==> config.mk <==
export PLATFORM = sky130hd
export DESIGN_NAME = lavm_front
export DESIGN_NICKNAME = d
export VERILOG_FILES = /design/src/sv/lavm_pkg.sv /design/src/sv/lavm_front.sv
export SDC_FILE = /design/constraint.sdc
export NUM_CORES = 1
export LEC_CHECK = 0
export ABC_AREA = 1
export BUFFER_PORTS_ARGS = -buffer_cell sky130_fd_sc_hd__buf_2
export CAP_MARGIN = 20
export CORE_MARGIN = 3
export CORE_UTILIZATION = 55
export CTS_CLUSTER_DIAMETER = 80
export CTS_CLUSTER_SIZE = 28
export DETAILED_ROUTE_END_ITERATION = 7
export GPL_TIMING_DRIVEN = 0
export PLACE_DENSITY = 0.8
export SLEW_MARGIN = 30
export SYNTH_ARGS = -nofsm -noshare
export SYNTH_HDL_FRONTEND = slang
export SYNTH_SLANG_ARGS = --single-unit
==> constraint.sdc <==
create_clock -name clk -period 18.04 [get_ports clk]
set_clock_uncertainty 0.2 [all_clocks]
set_input_delay 0 -clock clk [delete_from_list [all_inputs] [get_ports clk]]
set_output_delay 0 -clock clk [all_outputs]
set_load 0.1 [all_outputs]
==> src/sv/lavm_pkg.sv <==
// Shared types and constants for the look-at view matrix block.
package lavm_pkg;

    // Width of every input and result field.
    localparam int unsigned FieldW = 32;
    // Width of a view direction after the target difference.
    localparam int unsigned DirW = 33;
    // Width of the cross and dot accumulators and of the normalizer input.
    localparam int unsigned AccW = 66;

    typedef logic signed [FieldW-1:0] fld_t;

    // One input transaction.
    typedef struct packed {
        logic func;
        fld_t pos_x;
        fld_t pos_y;
        fld_t pos_z;
        fld_t vec_x;
        fld_t vec_y;
        fld_t vec_z;
        fld_t up_x;
        fld_t up_y;
        fld_t up_z;
    } lavm_in_t;

    // One result transaction.
    typedef struct packed {
        fld_t right_x;
        fld_t right_y;
        fld_t right_z;
        fld_t cam_up_x;
        fld_t cam_up_y;
        fld_t cam_up_z;
        fld_t fwd_x;
        fld_t fwd_y;
        fld_t fwd_z;
        fld_t trans_x;
        fld_t trans_y;
        fld_t trans_z;
    } lavm_out_t;

    // A classified job as it waits in the queue.
    typedef struct packed {
        fld_t pos_x;
        fld_t pos_y;
        fld_t pos_z;
        logic signed [DirW-1:0] dir_x;
        logic signed [DirW-1:0] dir_y;
        logic signed [DirW-1:0] dir_z;
        fld_t up_x;
        fld_t up_y;
        fld_t up_z;
    } lavm_job_t;

    // Head of the job queue as seen by the back end.
    typedef struct packed {
        logic      valid;
        lavm_job_t job;
    } lavm_qhead_t;

endpackage

==> src/sv/lavm_front.sv <==
// Front end: accepts transactions, forms the view direction and queues jobs.
module lavm_front
    import lavm_pkg::*;
(
    input  logic        clk,
    input  logic        rst_n,
    input  logic        start,
    input  lavm_in_t    item,
    output logic        busy,
    output lavm_qhead_t head,
    input  logic        pop
);

    localparam int unsigned Depth = 2;

    lavm_job_t  q_reg [Depth];
    logic       wr_ptr_reg;
    logic       rd_ptr_reg;
    logic [1:0] cnt_reg;
    logic [1:0] cnt_next;
    logic       accept;
    lavm_job_t  job;

    assign busy   = (cnt_reg == 2'(Depth));
    assign accept = start && !busy;

    // Direction is taken as given or formed as target minus position at full width.
    always_comb
    begin
        job.pos_x = item.pos_x;
        job.pos_y = item.pos_y;
        job.pos_z = item.pos_z;
        job.up_x  = item.up_x;
        job.up_y  = item.up_y;
        job.up_z  = item.up_z;
        if (item.func)
        begin
            job.dir_x = DirW'(item.vec_x) - DirW'(item.pos_x);
            job.dir_y = DirW'(item.vec_y) - DirW'(item.pos_y);
            job.dir_z = DirW'(item.vec_z) - DirW'(item.pos_z);
        end
        else
        begin
            job.dir_x = DirW'(item.vec_x);
            job.dir_y = DirW'(item.vec_y);
            job.dir_z = DirW'(item.vec_z);
        end
    end

    // Queue storage.
    always_ff @(posedge clk)
    begin
        if (accept)
        begin
            q_reg[wr_ptr_reg] <= job;
        end
    end

    // Queue pointers and fill count.
    always_comb
    begin
        cnt_next = cnt_reg;
        if (accept && !pop)
        begin
            cnt_next = cnt_reg + 2'd1;
        end
        else if (!accept && pop)
        begin
            cnt_next = cnt_reg - 2'd1;
        end
    end

    always_ff @(posedge clk or negedge rst_n)
    begin
        if (!rst_n)
        begin
            wr_ptr_reg <= 1'b0;
            rd_ptr_reg <= 1'b0;
            cnt_reg    <= 2'd0;
        end
        else
        begin
            cnt_reg <= cnt_next;
            if (accept)
            begin
                wr_ptr_reg <= !wr_ptr_reg;
            end
            if (pop)
            begin
                rd_ptr_reg <= !rd_ptr_reg;
            end
        end
    end

    assign head.valid = (cnt_reg != 2'd0);
    assign head.job   = q_reg[rd_ptr_reg];

endmodule

After elaboration in Yosys (flattened, before gate mapping):

Memory sizes are Yosys's and may differ from the RTL's.
Index checks and enable logic that the tools add are counted.

* register bits after elaboration: 4
* memory bits (writable): 582
* input port bits: 293
* output and inout bits: 293
* logic and storage cells: 25
* memories: 1

* $add $sub $neg: 5
* equality and inequality tests: 1
* mux-type cells: 5
* reductions and logical operators: 10

Memory list
* q_reg: words 2, width 291, rd ports 1, clocked after Yosys merged registers in 0, write ports 1, line lavm_front.sv:16 `lavm_job_t q_reg [Depth];`

Operators with widths (count)
* 99-bit 2-to-1 mux: 1
* 32-bit by 32-bit subtractor with 33-bit output: 3
* 1-bit logical NOT: 5
* 2-bit 2-to-1 mux: 2
* 2-bit nonzero test: 2
* 1-bit logical AND: 3
* 2-bit by 1-bit adder with 2-bit output (second input constant): 1
* 2-bit equality test (second input constant): 1
* 1-bit 2-to-1 mux: 2
* 2-bit by 1-bit subtractor with 2-bit output (second input constant): 1

Logic depth before layout (Yosys ltp):

Gate-level depths: netlist (run 1).

* depth after elaboration: 7
* gate-level depth with buffers: 15
* depth with buffers taken out: 15

Worst setup path after synthesis (run 1):

Ideal clock, no wire load.

* path type: reg-to-reg
* start point: register cnt_reg[1]
* end point: memory q_reg[1][0] (netlist bit) (enable)
* library setup time: 0.951 ns
* data arrival time: 12.660 ns
* slack: 4.229 ns
* cell stages (with the launch flop): 4
* clock period less this slack: 13.811 ns
* path through: dfrtp_1 > inv_1 > o21ai_0 > nor2_1

* word-level cells in the longest chain between the ends: 5

Ends and longest elaborated chain
* from (decl): line lavm_front.sv:19 `logic [1:0] cnt_reg;`
* from (signal assigned): line lavm_front.sv:83 `cnt_reg <= cnt_next;`
* 2-bit equality test: line lavm_front.sv:24 `assign busy = (cnt_reg == 2'(Depth));`
* 1-bit logical NOT: line lavm_front.sv:25 `assign accept = start && !busy;`
* 1-bit logical AND: line lavm_front.sv:25
* 1-bit 2-to-1 mux: line lavm_front.sv:53 `if (accept)`
* 1-bit 2-to-1 mux (implied by the code): line lavm_front.sv:55 `q_reg[wr_ptr_reg] <= job;`
* to (decl): line lavm_front.sv:16

Every way passes these cells.

==> flow_summary.json, run 1 <==
{
  "r2r_cells": 8,
  "finalWirelength_um": 109700,
  "placementRows": 84,
  "period_share": 0.1807,
  "crit_family": "buffers and inverters",
  "end_kind": "output port",
  "max_stage_delay_ns": 0.75,
  "grt_max_degree": 30,
  "grt_pass1_wl_um": 155800,
  "largest_reg_flops": 582,
  "nets": 4369,
  "yosys.area_share.simple": 0.1575,
  "path_depth": 4,
  "hold_class": "input port to register",
  "drive_above_1_share": 0.2608,
  "crit_buf_inv": 3,
  "peakVddDrop_mv": 0.1601,
  "start_util": 0.5631,
  "crit_start": "rd_ptr_reg",
  "hold_path_startpoint": "item[192]",
  "status": "complete, no violations",
  "io_pins": 586,
  "synth_cell_types": 29,
  "finalMaxSlewViolations": 0,
  "track_usage": 0.3592,
  "hold_depth": 2,
  "cts_setup_buffers": 0,
  "crit_slowest_cell": "clkbuf_1",
  "gp_congestion": 0.9788,
  "dpl.hpwl_um": 66730,
  "ctsHtreeMaxLevel": 1,
  "syn_area_sq_um": 29950,
  "grt_pass1_vias": 26330,
  "drc_errors": 0,
  "postSynthCellCount": 2838,
  "die_w_um": 239.3,
  "cts.sinks": 586,
  "synth_fa_ha_area_frac": 0.04253,
  "wl_per_cell_um": 23.27,
  "synthXorXnorAreaFrac": 0.01316,
  "crit_chain": "clkbuf_1 > buf_2 > mux2_2 > buf_2",
  "syn_area_per_cell_sq_um": 10.55,
  "worst_slew_pin_slew_ns": 1.031,
  "io_buffers": 584,
  "crit_top_cell": "buf_2",
  "die_area_sq_um": 57290,
  "core_sq_um": 53180,
  "clkLatencyLatePin_ns": 0.64,
  "first_pass_iters": 8,
  "synth.area.mux_share": 0.1094,
  "antenna_left": 0,
  "clockRootBuffer": "clkbuf_16",
  "final_core_util": 0.7646,
  "rr_startpoint": "cnt_reg[1]",
  "design_area_sq_um": 40660,
  "whs_ns": 0.02825,
  "synth_top_family_by_area": "simple AND/OR/NAND/NOR gates",
  "fin_cells": 4713,
  "critPathLaunchType": "register",
  "worst_ep_arrival_time_ns": 3.06,
  "synth-seq-cells": 586,
  "drtIter0Drc": 2660,
  "fill_cells": 3179,
  "crit_required_ns": 17.84,
  "syn_nets": 3231,
  "setup_viol": 0,
  "dp_cells": 4142,
  "leakage_nw": 18.33,
  "cts_resized": 0,
  "slew_headroom": 0.3129,
  "via_per_inst": 5.546,
  "synth_warnings": 0,
  "cts_buffer_depth": 3,
  "numCtsBuffers": 31,
  "critical_path.max_fanout": 10,
  "fmax_mhz": 306.8,
  "synthToLayoutAreaGrowth_pct": 35.77,
  "synth_compound_area_frac": 0.02189,
  "power_density_nw_per_um2": 169.2,
  "crit_type": "register to output port",
  "rsz0062_at_grt": "false",
  "vias": 26140,
  "cts_tree": "yes",
  "seq_area_frac_synth": 0.5869,
  "antenna_found_initial": 20,
  "fp.dieH_um": 239.3,
  "gr-total-overflow": 0,
  "hold_viol_final": 0,
  "placed_cell_area_sq_um": 34600,
  "finalCriticalPeriod_ns": 3.260,
  "cts.clk_slew.worst_paths_ns": 0.12,
  "drv_cap": 0,
  "fin_setup_tns_ns": 0
}
## layer usage
metal / vias up / track usage / part of all wire
li1: 11670 / - / -
met1: 12180 / 0.4113 / 0.34
met2: 1806 / 0.6255 / 0.48
met3: 484 / 0.08025 / 0.10
met4: 0 / 0.2010 / 0.070
met5: - / 0 / 0
## worst reg2reg max path, stage by stage (launching register included)
cell	delay [ns]
dfrtp_1	0.41
inv_1	0.19
o21ai_0	0.33
nor2_4	0.60
buf_16	0.25
buf_16	0.19
buf_16	0.19
buf_16	0.20
buf_16	0.19
## where the power goes
group	internal, W	total [W]	switching (W)	leakage (nW)
sequential	0.00187	0.00197	0.000104	5.46
combinational	0.000844	0.00404	0.00319	12.3
clock	0.000366	0.000869	0.000503	0.526
total	0.00308	0.00688	0.00380	18.3
## kinds of logic (layout without fill, tap and decap cells)
group	Yosys count	count (layout)
simple gates	1157	1157
flops	586	586
buf+inv	534	1695
mux	291	291
compound gates	125	125
fa+ha+maj	100	100
xor+xnor	45	45
other cells	0	26
## Yosys cell counts (all sizes together)
master	instances	area (sq um)
nand2	867	3332
edfxtp	582	17480
inv	481	1805
mux2	291	3277
nor2	139	544.3
nand3	118	625.6
ha	97	1214
a21oi	60	300.3
o21ai	53	265.3
xnor2	43	376.6
buf	37	188.9
clkbuf	16	60.06
nand3b	14	105.1
nand4	9	56.30
o21bai	9	67.56
nor3	8	40.04
dfrtp	4	100.1
a21o	3	22.52
fa	3	60.06
and2	2	12.51
xor2	2	17.52
## layout make-up
| type | count | area, sq um | share of cell area |
|---|---|---|---|
| multi-input cells | 1718 | 10330 | 0.2541 |
| repair buffers | 1105 | 8673 | 0.2133 |
| well taps | 688 | 860.8 | 0.02117 |
| clock buffers | 40 | 819.5 | 0.02016 |
| clock inverters | 16 | 277.8 | 0.006831 |
| flip-flops and latches | 586 | 17580 | 0.4323 |
| diodes | 26 | 65.06 | 0.001600 |
| plain buffers | 53 | 250.2 | 0.006154 |
| inverters | 481 | 1805 | 0.04440 |
## final timing paths
path / endpoint / slack, ns
worst max register to register: q_reg[1][231] / 14.97
max in group asynchronous: rd_ptr_reg / 17.33
worst min-delay path: q_reg[0][195] / 0.03
min in group asynchronous: cnt_reg[1] / 0.11
worst min register to register: cnt_reg[0] / 0.43
worst max-delay path: head[191] / 14.78
## cells in the final DEF, fill, tap and decap left out, types with 14 or more instances in the layout
| master | Yosys | final |
|---|---|---|
| nand2_2 | 31 | 31 |
| buf_2 | 34 | 618 |
| dlygate4sd3_1 | 0 | 489 |
| o21ai_1 | 21 | 21 |
| edfxtp_1 | 582 | 582 |
| clkbuf_1 | 16 | 23 |
| clkbuf_16 | 0 | 31 |
| a21oi_1 | 60 | 60 |
| ha_1 | 97 | 97 |
| nand3_1 | 111 | 111 |
| nor2_1 | 132 | 130 |
| xnor2_1 | 43 | 43 |
| inv_1 | 477 | 477 |
| o21ai_0 | 32 | 32 |
| buf_16 | 0 | 30 |
| nand2_1 | 836 | 836 |
| mux2_2 | 291 | 291 |
| nand3b_1 | 14 | 14 |
| diode_2 | 0 | 26 |
## what timing repair did
action,CTS,global route
hold buffers,488,1
hold endpoints to repair,610,2
endpoints found under the setup margin,0,0
## through the flow
stage	total power, W	worst slack, ns
floorplan	0.005160	4.229
global placement	0.005862	-2.223
detailed placement	0.005795	15.21
CTS	0.006708	14.71
global route	0.007038	14.68
finish	0.006878	14.78
No activity file was read; power rests on OpenSTA's default activity.
==> inputs of run 2 (changes only) <==
==> constraint.sdc (replaced) <==
create_clock -name clk -period 3.3 [get_ports clk]
set_clock_uncertainty 0.2 [all_clocks]
set_input_delay 0 -clock clk [delete_from_list [all_inputs] [get_ports clk]]
set_output_delay 0 -clock clk [all_outputs]
set_load 0.1 [all_outputs]
==> run 2 against run 1 <==
Core utilization shrank 0.47 points. Worst setup slack lost 15 ns. Clock-buffer cell count shrank 2. Global-route usage grew 1.4 points. Register-to-register slack lost 15 ns. Largest cell class unchanged. Design area shrank 0.62%. Largest power group unchanged. First-iteration DRC count grew 0.11%. Critical path depth is the same. Critical path type unchanged. Non-clock buffer count shrank 8. Via count grew 1.0%. Hold slack gained 0.019 ns.
==> flow_summary.json, run 2 (synthesis gave the netlist of run 1 again) <==
{
  "cts_buffer_depth": 3,
  "power.total_w": 0.03727,
  "switchingPower_w": 0.02073,
  "grt_pass1_vias": 26500,
  "clkPwrFrac": 0.117,
  "die_w_um": 239.3,
  "drv_cap": 0,
  "finalMaxSlewViolations": 0,
  "antenna_left": 0,
  "fp.dieH_um": 239.3,
  "slew_headroom": 0.3122,
  "fill_cells": 3129,
  "fmax_mhz": 320.4,
  "ctsHtreeMaxLevel": 1,
  "numCtsBuffers": 29,
  "track_usage": 0.3728,
  "crit_type": "register to output port",
  "hold_class": "input port to register",
  "synthToLayoutAreaGrowth_pct": 34.93,
  "via_per_inst": 5.621,
  "wl_per_cell_um": 23.58,
  "crit_required_ns": 3.10,
  "nets": 4359,
  "p_int_w": 0.01655,
  "peakVddDrop_mv": 1.033,
  "cts_tree": "yes",
  "grt_max_degree": 30,
  "clockRootBuffer": "clkbuf_16",
  "rsz0062_at_grt": "false",
  "status": "complete, no violations",
  "drtIter0Drc": 2663,
  "setup_viol": 0,
  "final_common_cell": "nand2_1",
  "whs_ns": 0.04738,
  "worst_slew_pin_slew_ns": 1.032,
  "fin_setup_tns_ns": 0,
  "pre_cts_slack_ns": 0.6461,
  "hold_viol_final": 0,
  "hold_depth": 2,
  "r2r-end": "q_reg[0][157]",
  "io_buffers": 584,
  "placementRows": 84,
  "power_frac_seq": 0.289,
  "end_kind": "output port",
  "io_pins": 586,
  "critical_path.max_fanout": 10,
  "period_share": 0.9458,
  "first_pass_iters": 7,
  "gr-total-overflow": 0,
  "rr_startpoint": "cnt_reg[1]",
  "drc_errors": 0,
  "reg2reg_slack_ns": 0.35,
  "worst_slack_ns": 0.1788,
  "largest_reg_flops": 582,
  "core_sq_um": 53180,
  "multi_input_area_sq_um": 10340,
  "gp_congestion": 0.9611,
  "worst_ep_arrival_time_ns": 2.92,
  "cts.clk_slew.worst_paths_ns": 0.11,
  "antenna_found_initial": 23,
  "cts.sinks": 586,
  "r2r_cells": 8,
  "leakage_nw": 18.22,
  "cts_setup_buffers": 0,
  "comb_power_share": 0.594,
  "finalWirelength_um": 110800,
  "start_util": 0.5631,
  "dpl.hpwl_um": 67000,
  "hold-path-endpoint": "q_reg[1][286]",
  "grt_pass1_wl_um": 161000,
  "finalCriticalPeriod_ns": 3.121,
  "mostFrequentLayoutCells": "nand2_1, buf_2, edfxtp_1",
  "vias": 26410,
  "register_area_sq_um": 17580,
  "clkLatencyLatePin_ns": 0.64,
  "critPathLaunchType": "register",
  "p_sw_frac": 0.5561,
  "hold_path_startpoint": "item[283]",
  "die_area_sq_um": 57290,
  "drive_above_1_share": 0.2601,
  "power_density_nw_per_um2": 922.4
}
## run 2: worst max path at each step
| stage | from | end | slack (ns) | cells after the start |
|---|---|---|---|---|
| 3_5_place_dp | cnt_reg[0] | q_reg[0][137] | 0.65 | 7 |
| 4_1_cts | rd_ptr_reg | head[192] | 0.07 | 4 |
| 5_1_grt | rd_ptr_reg | head[70] | 0.14 | 4 |
| 6_report | rd_ptr_reg | head[74] | 0.18 | 4 |
| 3_3_place_gp | cnt_reg[1] | q_reg[1][232] | -4.35 | 3 |
| 2_1_floorplan | cnt_reg[1] | q_reg[1][0] | -2.17 | 3 |
## run 2: layout make-up
type / count / area share
diodes: 23 / 0.001424
repair buffers: 1097 / 0.2121
plain buffers: 53 / 0.006224
clock buffers: 38 / 0.01879
clock inverters: 14 / 0.004552
multi-input cells: 1718 / 0.2559
flip-flops and latches: 586 / 0.4350
inverters: 481 / 0.04468
well taps: 688 / 0.02130
## run 2: critical path, stage by stage, from the launching register on
cell and delay (ns):
dfrtp_1 0.42, clkbuf_1 0.63, buf_2 0.41, mux2_2 0.23, buf_2 0.57
## run 2: repair_timing
action | 4_1_cts | 5_1_grt
hold buffers | 483 | 0
endpoints found under the hold margin | 690 | 0
gates resized for setup | 0 | 3
endpoints found under the setup margin | 0 | 5
## run 2: per-stage QoR
step                cell area, sq um    util  cells
detailed placement             34570  0.6501   4140
floorplan                      29970       -   2838
CTS                            40350  0.7587   4675
global placement               33760  0.6348   4110
finish                         40410  0.7598   4698
global route                   40400  0.7596   4693
## run 2: per-layer routing
metal,GRT usage,wire [um]
met1,0.4180,37900
met2,0.6355,52750
met4,0.2217,7765
met3,0.1066,12340
met5,0,34
## run 2: power groups by stage
| stage | sequential, W | combinational [W] | clock, W |
|---|---|---|---|
| after floorplan | 0.0109 | 0.0167 | 0 |
| after global placement | 0.0110 | 0.0197 | 0 |
| after detailed placement | 0.0107 | 0.0209 | 0 |
| after CTS | 0.0106 | 0.0215 | 0.00419 |
| after global routing | 0.0108 | 0.0226 | 0.00458 |
| final | 0.0108 | 0.0221 | 0.00435 |
